### src/design/spq_pkg.sv
`timescale 1ns / 1ps

package spq_pkg;

    localparam int CAPACITY = 512;
    localparam int TAG_BITS = 16;

    localparam int ADDR_W  = $clog2(CAPACITY);
    localparam int CNT_W   = $clog2(CAPACITY + 1);
    localparam int CHILD_W = CNT_W + 1;
    localparam int TAG_W   = (TAG_BITS < 16) ? TAG_BITS : 16;

    localparam logic       KIND_PUSH = 1'b0;
    localparam logic       KIND_POP  = 1'b1;

    localparam logic [1:0] STAT_OK    = 2'd0;
    localparam logic [1:0] STAT_EMPTY = 2'd1;
    localparam logic [1:0] STAT_FULL  = 2'd2;

    typedef struct packed {
        logic        kind;
        logic [31:0] in_priority;
        logic [15:0] item_tag;
    } t_in_beat;

    typedef struct packed {
        logic [1:0]  status;
        logic [15:0] popped_item;
        logic [31:0] popped_priority;
        logic        front_valid;
        logic [15:0] front_item;
        logic [31:0] front_priority;
        logic [9:0]  entry_count;
    } t_out_beat;

    typedef struct packed {
        logic [31:0]      prio;
        logic [TAG_W-1:0] tag;
        logic [31:0]      order;
    } t_entry;

    localparam int ENTRY_W = $bits(t_entry);

    typedef struct packed {
        logic               we;
        logic [ADDR_W-1:0]  wr_addr;
        t_entry             wr_data;
        logic [ADDR_W-1:0]  rd_a_addr;
        logic [ADDR_W-1:0]  rd_b_addr;
    } t_ram_req;

    typedef enum logic [2:0] {
        ST_IDLE,
        ST_UP,
        ST_POP_RD,
        ST_DOWN,
        ST_FRONT_RD,
        ST_FRONT,
        ST_DONE
    } t_state;

    function automatic logic entry_less(input t_entry a, input t_entry b,
                                        input logic [31:0] arrival);
        logic [31:0] age_a;
        logic [31:0] age_b;
        age_a = arrival - a.order;
        age_b = arrival - b.order;
        return (a.prio < b.prio) || ((a.prio == b.prio) && (age_a > age_b));
    endfunction

    function automatic logic [15:0] tag_ext(input logic [TAG_W-1:0] t);
        logic [15:0] r;
        r = '0;
        r[TAG_W-1:0] = t;
        return r;
    endfunction

endpackage

### src/design/spq_engine.sv
`timescale 1ns / 1ps

module spq_engine
    import spq_pkg::*;
(
    input  logic      i_clk,
    input  logic      i_rst_n,
    input  logic      i_in_valid,
    output logic      o_in_ready,
    input  t_in_beat  i_in,
    output logic      o_res_valid,
    input  logic      i_res_ready,
    output t_out_beat o_res,
    output t_ram_req  o_ram_req,
    input  t_entry    i_rd_a_data,
    input  t_entry    i_rd_b_data
);

    t_state            r_state, n_state;
    logic [CNT_W-1:0]  r_count, n_count;
    logic [31:0]       r_arrival, n_arrival;
    logic [ADDR_W-1:0] r_idx, n_idx;
    t_entry            r_x, n_x;
    logic [1:0]        r_status, n_status;
    logic [15:0]       r_pop_item, n_pop_item;
    logic [31:0]       r_pop_prio, n_pop_prio;
    t_out_beat         r_res, n_res;

    logic               in_fire;
    logic [CNT_W-1:0]   cnt_m1;
    logic [CHILD_W-1:0] child_l;
    logic [CHILD_W-1:0] child_r;
    logic [CHILD_W-1:0] cnt_ext;
    logic               has_l;
    logic               pick_b;
    t_entry             best;
    logic [ADDR_W-1:0]  best_idx;
    logic [ADDR_W:0]    best_child;
    logic               best_lt_x;
    logic [ADDR_W-1:0]  idx_m1;
    logic [ADDR_W-1:0]  parent;
    logic [ADDR_W-1:0]  par_m1;
    logic               x_lt_par;

    assign in_fire    = i_in_valid && o_in_ready;
    assign cnt_m1     = r_count - CNT_W'(1);
    assign child_l    = CHILD_W'({r_idx, 1'b1});
    assign child_r    = child_l + CHILD_W'(1);
    assign cnt_ext    = CHILD_W'(r_count);
    assign has_l      = child_l < cnt_ext;
    assign pick_b     = (child_r < cnt_ext) && entry_less(i_rd_b_data, i_rd_a_data, r_arrival);
    assign best       = pick_b ? i_rd_b_data : i_rd_a_data;
    assign best_idx   = pick_b ? child_r[ADDR_W-1:0] : child_l[ADDR_W-1:0];
    assign best_child = {best_idx, 1'b1};
    assign best_lt_x  = entry_less(best, r_x, r_arrival);
    assign idx_m1     = r_idx - ADDR_W'(1);
    assign parent     = idx_m1 >> 1;
    assign par_m1     = parent - ADDR_W'(1);
    assign x_lt_par   = entry_less(r_x, i_rd_a_data, r_arrival);

    always_ff @(posedge i_clk) begin
        if (!i_rst_n) begin
            r_state   <= ST_IDLE;
            r_count   <= '0;
            r_arrival <= '0;
        end else begin
            r_state   <= n_state;
            r_count   <= n_count;
            r_arrival <= n_arrival;
        end
    end

    always_ff @(posedge i_clk) begin
        r_idx      <= n_idx;
        r_x        <= n_x;
        r_status   <= n_status;
        r_pop_item <= n_pop_item;
        r_pop_prio <= n_pop_prio;
        r_res      <= n_res;
    end

    always_comb begin
        n_state = r_state;
        unique case (r_state)
            ST_IDLE: begin
                if (in_fire) begin
                    if (i_in.kind == KIND_PUSH) begin
                        if (r_count == CNT_W'(CAPACITY)) begin
                            n_state = ST_FRONT;
                        end else if (r_count == '0) begin
                            n_state = ST_FRONT_RD;
                        end else begin
                            n_state = ST_UP;
                        end
                    end else begin
                        n_state = (r_count == '0) ? ST_FRONT : ST_POP_RD;
                    end
                end
            end
            ST_UP: begin
                if (r_idx == '0 || !x_lt_par) begin
                    n_state = ST_FRONT_RD;
                end
            end
            ST_POP_RD: begin
                n_state = (r_count == '0) ? ST_FRONT_RD : ST_DOWN;
            end
            ST_DOWN: begin
                if (!has_l || !best_lt_x) begin
                    n_state = ST_FRONT_RD;
                end
            end
            ST_FRONT_RD: n_state = ST_FRONT;
            ST_FRONT:    n_state = ST_DONE;
            ST_DONE: begin
                if (i_res_ready) begin
                    n_state = ST_IDLE;
                end
            end
            default: n_state = ST_IDLE;
        endcase
    end

    always_comb begin
        n_count    = r_count;
        n_arrival  = r_arrival;
        n_idx      = r_idx;
        n_x        = r_x;
        n_status   = r_status;
        n_pop_item = r_pop_item;
        n_pop_prio = r_pop_prio;
        n_res      = r_res;
        o_ram_req  = '0;
        o_in_ready  = 1'b0;
        o_res_valid = 1'b0;

        unique case (r_state)
            ST_IDLE: begin
                o_in_ready = 1'b1;
                if (in_fire) begin
                    n_status   = STAT_OK;
                    n_pop_item = '0;
                    n_pop_prio = '0;
                    if (i_in.kind == KIND_PUSH) begin
                        if (r_count == CNT_W'(CAPACITY)) begin
                            n_status = STAT_FULL;
                        end else begin
                            n_x.prio  = i_in.in_priority;
                            n_x.tag   = i_in.item_tag[TAG_W-1:0];
                            n_x.order = r_arrival;
                            n_arrival = r_arrival + 32'd1;
                            n_count   = r_count + CNT_W'(1);
                            n_idx     = ADDR_W'(r_count);
                            if (r_count == '0) begin
                                o_ram_req.we      = 1'b1;
                                o_ram_req.wr_addr = '0;
                                o_ram_req.wr_data = n_x;
                            end else begin
                                o_ram_req.rd_a_addr = ADDR_W'(cnt_m1 >> 1);
                            end
                        end
                    end else begin
                        if (r_count == '0) begin
                            n_status = STAT_EMPTY;
                        end else begin
                            o_ram_req.rd_a_addr = '0;
                            o_ram_req.rd_b_addr = ADDR_W'(cnt_m1);
                            n_count             = cnt_m1;
                        end
                    end
                end
            end
            ST_UP: begin
                o_ram_req.we = 1'b1;
                if (r_idx == '0 || !x_lt_par) begin
                    o_ram_req.wr_addr = r_idx;
                    o_ram_req.wr_data = r_x;
                end else begin
                    o_ram_req.wr_addr   = r_idx;
                    o_ram_req.wr_data   = i_rd_a_data;
                    o_ram_req.rd_a_addr = par_m1 >> 1;
                    n_idx               = parent;
                end
            end
            ST_POP_RD: begin
                n_pop_item = tag_ext(i_rd_a_data.tag);
                n_pop_prio = i_rd_a_data.prio;
                n_x        = i_rd_b_data;
                n_idx      = '0;
                if (r_count == '0) begin
                    n_arrival = '0;
                end else begin
                    o_ram_req.rd_a_addr = ADDR_W'(1);
                    o_ram_req.rd_b_addr = ADDR_W'(2 % CAPACITY);
                end
            end
            ST_DOWN: begin
                o_ram_req.we      = 1'b1;
                o_ram_req.wr_addr = r_idx;
                if (!has_l || !best_lt_x) begin
                    o_ram_req.wr_data = r_x;
                end else begin
                    o_ram_req.wr_data   = best;
                    o_ram_req.rd_a_addr = best_child[ADDR_W-1:0];
                    o_ram_req.rd_b_addr = best_child[ADDR_W-1:0] + ADDR_W'(1);
                    n_idx               = best_idx;
                end
            end
            ST_FRONT_RD: begin
                o_ram_req.rd_a_addr = '0;
            end
            ST_FRONT: begin
                n_res.status          = r_status;
                n_res.popped_item     = r_pop_item;
                n_res.popped_priority = r_pop_prio;
                n_res.entry_count     = 10'(r_count);
                if (r_count != '0) begin
                    n_res.front_valid    = 1'b1;
                    n_res.front_item     = tag_ext(i_rd_a_data.tag);
                    n_res.front_priority = i_rd_a_data.prio;
                end else begin
                    n_res.front_valid    = 1'b0;
                    n_res.front_item     = '0;
                    n_res.front_priority = '0;
                end
            end
            ST_DONE: begin
                o_res_valid = 1'b1;
            end
            default: begin
                o_ram_req = '0;
            end
        endcase
    end

    assign o_res = r_res;

endmodule

### config.mk
export PLATFORM = sky130hd
export DESIGN_NAME = spq_engine
export DESIGN_NICKNAME = d
export VERILOG_FILES = /design/src/design/spq_pkg.sv /design/src/design/spq_engine.sv
export SDC_FILE = /design/constraint.sdc
export NUM_CORES = 1
export LEC_CHECK = 0
export CORE_ASPECT_RATIO = 2
export CORE_MARGIN = 2
export CORE_UTILIZATION = 51
export DETAILED_ROUTE_END_ITERATION = 7
export DONT_BUFFER_PORTS = 1
export GPL_ROUTABILITY_DRIVEN = 0
export PLACE_DENSITY_LB_ADDON = 0.2
export SETUP_SLACK_MARGIN = 0.2
export SKIP_CTS_REPAIR_TIMING = 1
export SYNTH_ARGS = -nofsm -noshare
export SYNTH_HDL_FRONTEND = slang
export SYNTH_SLANG_ARGS = --single-unit
### constraint.sdc
create_clock -name i_clk -period 19.85 [get_ports i_clk]
set_clock_uncertainty 0.05 [all_clocks]
set_input_delay 3.97 -clock i_clk [delete_from_list [all_inputs] [get_ports i_clk]]
set_output_delay 3.97 -clock i_clk [all_outputs]
set_load 0.03 [all_outputs]
* Word-level counts from Yosys, hierarchy flattened
Cells that the tools add are included.
Storage, ports and cells: register bits 293, input port bits 213, output and inout bits 219, logic and storage cells 139
Cells by class: add/subtract/negate cells 11, $lt $le $gt $ge 8, equal/unequal tests 21, multiplexer cells 56, reductions and logical operators 26
Operator list (count):
- $mux 80 | 6
- $pmux 90 s3 | 1
- $mux 90 | 2
- $mux 32 | 5
- $pmux 80 s2 | 1
- $pmux 32 s2 | 2
- $sub 32x32->32 | 4
- $mux 108 | 1
- $mux 99 | 1
- $eq 32x32->1 | 3
- $gt 32x32->1 | 3
- $lt 32x32->1 | 3
- $mux 9 | 10
- $pmux 9 s4 | 2
- $mux 49 | 1
- $mux 10 | 4
- $add 32x1->32 const B | 1
- $pmux 16 s2 | 1
- $mux 3 | 9
- $pmux 9 s3 | 1
- $ne 2x2->1 const B | 11
- $pmux 3 s7 | 1
- $mux 18 | 1
- $mux 16 | 1
- 28 further kinds | 47

* Longest topological paths before layout
Gate-level depths: netlist of run 1.
word-level depth 14, mapped depth 58, mapped depth without buffers 55

* Worst setup path before layout of run 1
No wires, ideal clock.
kind input-to-output, from in i_rd_b_data[11] in the netlist's numbering, to out o_ram_req[49] in the netlist's numbering, arrival 14.708 ns, data required time 15.830 ns, setup slack 1.122 ns, stages on the path 55, buffers on the path 5, cell sequence inv_1 -> ha_1 -> clkbuf_1 -> a21o_1 -> a21o_1 -> a211oi_1 -> a21boi_0 -> o21ai_0 -> a21oi_1 -> o21a_1 -> o21ai_0 -> a21oi_1 -> o41a_1 -> a21oi_1 -> nor4bb_1 -> a311o_1 -> ha_1 -> nand4_1 -> [19 not listed] -> o21bai_1 -> a211oi_1 -> o21ai_0 -> a21oi_1 -> xnor2_1 -> ha_1 -> nand4_1 -> nor2_1 -> nand2_1 -> nor3_1 -> a311o_1 -> a21oi_1 -> o211ai_1 -> inv_1 -> a21o_1 -> buf_4 -> buf_4 -> a221o_1
RTL lines:
- start, declared | RTL line spq_engine.sv:16 | input t_entry i_rd_b_data
- end, declared | RTL line spq_engine.sv:14 | output t_ram_req o_ram_req,

==> out/results.ini, run 1 <==
[route]
postRouteWirelength_um = 97500
drt-initial-drc-count = 2380
vias = 25000
avgViaCountPerCell = 6.45
drc = 0
final_antenna_net_count = 0
wire_per_inst_um = 25.2
first_pass_iters = 6

[critical_path]
critPathSlowestCell = or4_4
endpoint_kind = primary output
worst_setup_path_start_kind = primary input
max_stage_delay_ps = 560
reg2reg_depth = 59
cp_common_cell = buf_4
cp_data_required_time_ps = 15830
crit_fanout = 17
cp.depth = 58
critPathArrivalTime_ps = 15190
worstSetupPathType = primary input to primary output
critical_path_buf_inv_count = 13
cpLargestDelayFamily = compound AO/OA/AOI/OAI gates

[synth]
ys_seq_area_frac = 0.318
synth_ff_type = edfxtp_1
synth_cells = 3043
synth_compound_area_frac = 0.191
synth_cell_types = 89
synth_fa_ha_area_frac = 0.165
synth_top_cell_area_share = 0.284
yosysWarnings = 0
synth-simple-area-share = 0.193
async_flop_share = 0
muxShareOfSynthArea = 0.0168
synth_top_family_by_area = simple AND/OR/NAND/NOR gates
syn_area_sq_um = 26200
synth-seq-cells = 293
synth_nets = 3597
synth.avg_cell_area_sq_um = 8.62
synth_edf_count = 248
synth-xor-area-share = 0.0588
synth.area.top_cells = edfxtp_1, ha_1, nand2_1, inv_1, xnor2_1
yosys.area.top_type = edfxtp_1

[finish]
insertedDiodeCount = 0
layout_common_cells = nand2_1, ha_1, inv_1, edfxtp_1, nor2_1
fin_util = 0.593
drive_gt1_frac = 0.124
final_common_cell = nand2_1
area_delta_synth_final_pct = 14.9
num-fill-cells = 4453
nNetsFinal = 3748
regArea_sq_um = 8350
multi_input_area_sq_um = 16700
fin_area_sq_um = 30100

[timing]
slew_violations = 0
fin_ws_ps = 645
rsz0062_at_grt = false
post-route-period-util = 0.968
slew_headroom = 0.183
period_needed_ps = 19210
finalHoldViolCount = 0
fmax_mhz = 52.1
finalSetupTns_ps = 0
tightest_slew_ps = 1210
finalSetupViolations = 0

[floorplanning]
rows = 117
die_area_sq_um = 53400
die_x_um = 164
io_pins = 432
start_util = 0.516
die_h_um = 325
core-area_sq_um = 50800

[worst_hold_path]
whs_path_depth = 0
hold_class = flip-flop to flip-flop

[placement]
port_buffers = 0
dp_hpwl_um = 75700
post_dp_cell_area_sq_um = 28900
post-place-ws_ps = -445

[grt]
grt_use_total = 0.353
overflow = 0
antenna_found_initial = 0
grt_max_degree = 89
grt_pass1_wl_um = 144000
first_global_vias = 25700

[clocking]
h-tree-depth = 1
cts.clk_slew.worst_paths_ps = 70
clock_latency_ps = 600
root_buffer = clkbuf_16
cts-buffers-inserted = 28
cts_buffer_depth = 3
cts.sinks = 293
tritoncts = built

[flow_run]
maxCapViolations = 0

[pwr]
p_leak_uw = 0.0137
fin_total_pwr_uw = 3830
power_density_nw_per_um2 = 127
peakVddDrop_mv = 0.134

[outcome]
status = finished clean

## flip-flops by register name, indices dropped and copies added (netlist names)
name        cells
o_res         109
r_arrival      32
r_status        2
r_idx           9
r_x            80
r_count        10
r_pop_item     16
r_pop_prio     32
r_state         3
## kinds of logic after synthesis
family,after synthesis
DFF,293
muxes,40
AOI/OAI and AO/OA,721
xor gates and xnor gates,176
buffers and inverters,373
and+or+nand+nor,1097
adders and majority gates,343
## synthesized netlist by cell type, types with 11 or more instances
| cell type | number |
|---|---|
| nand2_1 | 435 |
| inv_1 | 255 |
| o21ai_0 | 126 |
| mux2_1 | 12 |
| o31ai_1 | 11 |
| xnor2_1 | 107 |
| a21o_1 | 98 |
| a22o_1 | 23 |
| o21a_1 | 37 |
| and3_1 | 31 |
| a2bb2oi_1 | 31 |
| a22oi_1 | 35 |
| nand4_1 | 53 |
| or3_1 | 12 |
| nor4_1 | 15 |
| nor2_1 | 214 |
| and2_1 | 43 |
| o211ai_1 | 15 |
| nand2b_1 | 28 |
| a31oi_1 | 16 |
| a211oi_1 | 18 |
| o21bai_1 | 15 |
| a221o_1 | 21 |
| xor2_1 | 69 |
| mux2_2 | 21 |
| nor3_1 | 75 |
| buf_4 | 14 |
| a21oi_1 | 142 |
| a21oi_2 | 22 |
| a21boi_0 | 14 |
| nand3_1 | 117 |
| clkbuf_1 | 87 |
| nor2b_1 | 39 |
| ha_1 | 337 |
| dfxtp_1 | 45 |
| edfxtp_1 | 248 |
## routing by layer
layer,wire length [um],track usage
met3,8380,0.0702
met5,0,0
met1,30600,0.340
met4,9420,0.284
met2,49100,0.635
## layout make-up
cell class	instances	share of cell area
multi-input cells	2377	0.553
well taps	654	0.0272
clock inverters	16	0.00531
clock buffers	36	0.0250
repair buffers	237	0.0801
flip-flops and latches	293	0.277
inverters	257	0.0321
## final timing paths
check,start,to,slack [ps]
setup / recovery,i_rd_b_data[10],o_ram_req[60],640
hold / removal,r_pop_item[13],o_res[104],370
setup reg to reg,r_arrival[0],r_idx[7],7880
hold reg to reg,r_pop_item[13],o_res[104],370
## report_power, final
group          total [uW]  leakage (uW)  switching (uW)  internal, uW
logic                2230        0.0105            1380           843
clock network         561      0.000435             263           298
registers            1050       0.00270             152           895
## per-stage QoR
| stage | hold WS (ps) | std cells |
|---|---|---|
| final | 370 | 3870 |
| after global routing | 382 | 3870 |
| after CTS | 371 | 3861 |
| after detailed placement | 355 | 3809 |
| after global placement | 350 | 3809 |
| after floorplan | 350 | 3043 |
No activity file was read; power rests on OpenSTA's default activity.
==> inputs of run 2 (changes only) <==
--- a/config.mk
+++ b/config.mk
@@ -8,6 +8,7 @@
 export CORE_ASPECT_RATIO = 2
 export CORE_MARGIN = 2
 export CORE_UTILIZATION = 51
+export CTS_CLUSTER_SIZE = 8
 export DETAILED_ROUTE_END_ITERATION = 7
 export DONT_BUFFER_PORTS = 1
 export GPL_ROUTABILITY_DRIVEN = 0
==> constraint.sdc (replaced) <==
create_clock -name i_clk -period 18.8 [get_ports i_clk]
set_clock_uncertainty 0.05 [all_clocks]
set_input_delay 3.76 -clock i_clk [delete_from_list [all_inputs] [get_ports i_clk]]
set_output_delay 3.76 -clock i_clk [all_outputs]
set_load 0.03 [all_outputs]
==> run 2 against run 1 <==
  * Register-to-register slack worse by 600 ps
  * Total power up 12%
  * Die area unchanged
  * Count of clock-buffer cells in the layout up 31
  * Critical path depth up 1
  * Final cell count up 4.0%
  * Via count up 2.9%
  * Global-route usage up 1.0 points
  * Largest cell class unchanged
==> out/results.ini, run 2 (synthesis gave the netlist of run 1 again) <==
[critical_path]
crit_fanout = 7  ; was 17
critPathSlowestCell = or4_4  ; unchanged
cpLargestDelayFamily = compound AO/OA/AOI/OAI gates  ; unchanged
worstSetupPathType = primary input to primary output  ; unchanged
max_stage_delay_ps = 530  ; was 560 ps
cp_data_required_time_ps = 14990  ; was 15,830 ps
r2r_slack_ps = 7280  ; was 7880 ps
cp.depth = 59  ; was 58
reg2reg_depth = 60  ; was 59
worstReg2RegStart = r_arrival[0]  ; unchanged
critPathArrivalTime_ps = 14570  ; was 15,190 ps
endpoint_kind = primary output  ; unchanged
worst_setup_path_start_kind = primary input  ; unchanged
r2r_end = r_idx[0]  ; was r_idx[7]
critical_path_buf_inv_count = 12  ; was 13
cp_common_cell = a21oi_2  ; was buf_4

[grt]
grt_use_total = 0.363  ; was 0.353
grt_pass1_wl_um = 148000  ; was 144,000 um
first_global_vias = 26100  ; was 25,700
overflow = 0  ; unchanged
antenna_found_initial = 0  ; unchanged
grt_max_degree = 78  ; was 89

[route]
postRouteWirelength_um = 102000  ; was 97,500 um
vias = 25700  ; was 25,000
final_antenna_net_count = 0  ; unchanged
wire_per_inst_um = 25.3  ; was 25.2 um
drc = 0  ; unchanged
drt-initial-drc-count = 2310  ; was 2,380
first_pass_iters = 6  ; unchanged
avgViaCountPerCell = 6.38  ; was 6.45

[floorplanning]
start_util = 0.516  ; unchanged
rows = 117  ; unchanged
die_h_um = 325  ; unchanged
die_x_um = 164  ; unchanged
io_pins = 432  ; unchanged
die_area_sq_um = 53400  ; unchanged
core-area_sq_um = 50800  ; unchanged

[pwr]
power_density_nw_per_um2 = 135  ; was 127 nW/um^2
fin_total_pwr_uw = 4280  ; was 3830 uW
p_leak_uw = 0.0145  ; was 0.0137 uW
peakVddDrop_mv = 0.110  ; was 0.134 mV

[timing]
finalSetupViolations = 0  ; unchanged
slew_violations = 0  ; unchanged
period_needed_ps = 18380
finalHoldViolCount = 0  ; unchanged
fmax_mhz = 54.4
post-route-period-util = 0.978
rsz0062_at_grt = true  ; was false
slew_headroom = 0.166  ; was 0.183
tightest_slew_ps = 1240  ; was 1210 ps
fin_ws_ps = 419  ; was 645 ps

[clocking]
cts-buffers-inserted = 42  ; was 28
cts.sinks = 293  ; unchanged
cts.clk_slew.worst_paths_ps = 60  ; was 70 ps
tritoncts = built  ; unchanged
root_buffer = clkbuf_16  ; unchanged
h-tree-depth = 2  ; was 1
cts_buffer_depth = 3  ; unchanged
clock_latency_ps = 570  ; was 600 ps

[worst_hold_path]
hp-start = r_status[0]  ; was r_pop_item[13]
min_to = o_res[107]  ; was o_res[104]
hold_class = flip-flop to flip-flop  ; unchanged
whs_path_depth = 0  ; unchanged

[finish]
layout_common_cells = nand2_1, ha_1, buf_4, inv_1, edfxtp_1  ; was nand2_1, ha_1, inv_1, edfxtp_1, nor2_1
insertedDiodeCount = 0  ; unchanged
fin_cells = 4024  ; was 3,870
num-fill-cells = 4141  ; was 4,453
nNetsFinal = 3899  ; was 3,748
final_common_cell = nand2_1  ; unchanged
largest_reg_flops = 109  ; unchanged
drive_gt1_frac = 0.170  ; was 0.124
fin_util = 0.626  ; was 0.593
area_delta_synth_final_pct = 21.3  ; was 14.9%

[placement]
port_buffers = 0  ; unchanged
dp_hpwl_um = 77400  ; was 75,700 um
post-place-ws_ps = -1210  ; was -445 ps
dp.cells = 3931  ; was 3,809

[outcome]
status = finished clean  ; unchanged

[flow_run]
maxCapViolations = 0  ; unchanged

## run 2: how the worst max path moves through the flow
stage,from,end,slack [ps]
floorplan,i_rd_b_data[11],o_ram_req[49],490
global placement,i_rd_b_data[11],o_ram_req[49],-710
detailed placement,i_rd_b_data[0],o_ram_req[60],-1210
CTS,i_rd_b_data[0],o_ram_req[60],-1280
global route,i_rd_b_data[0],o_ram_req[60],50
finish,i_rd_b_data[9],o_ram_req[60],420
## run 2: power by group
group          switching (uW)  internal, uW
Sequential                161           947
Combinational            1490           959
Clock                     301           421
Total                    1950          2330
## run 2: area by class of cell
cell class | count | area [sq um] | share of cell area
Clock buffer | 67 | 1170 | 0.0366
Timing Repair Buffer | 374 | 3550 | 0.111
Multi-Input combinational cell | 2377 | 16900 | 0.532
Tap cell | 654 | 818 | 0.0257
Sequential cell | 293 | 8350 | 0.262
Clock inverter | 2 | 32.5 | 0.00102
Inverter | 257 | 975 | 0.0306
## run 2: per-stage QoR
step / area, sq um / setup TNS [ps] / hold slack (ps)
6_report: 31800 / 0 / 365
5_1_grt: 31800 / 0 / 370
4_1_cts: 31000 / -96440 / 366
2_1_floorplan: 26200 / 0 / 350
3_3_place_gp: 29800 / -44730 / 350
3_5_place_dp: 29800 / -89590 / 355
## run 2: metal layers
| metal | share of wire | GRT usage |
|---|---|---|
| met1 | 0.31 | 0.343 |
| met2 | 0.50 | 0.655 |
| met3 | 0.088 | 0.0844 |
| met4 | 0.099 | 0.286 |
| met5 | 0 | 0 |
## run 2: worst register-to-register path: cells and delay by family (launching register included)
kind | cells | cell delay, ps
buffers and inverters | 12 | 1930
AO/OA/AOI/OAI | 25 | 4540
XOR/XNOR | 2 | 250
adder cells (fa/ha/maj) | 5 | 1460
AND/OR/NAND/NOR | 16 | 2580
flip-flops | 1 | 400
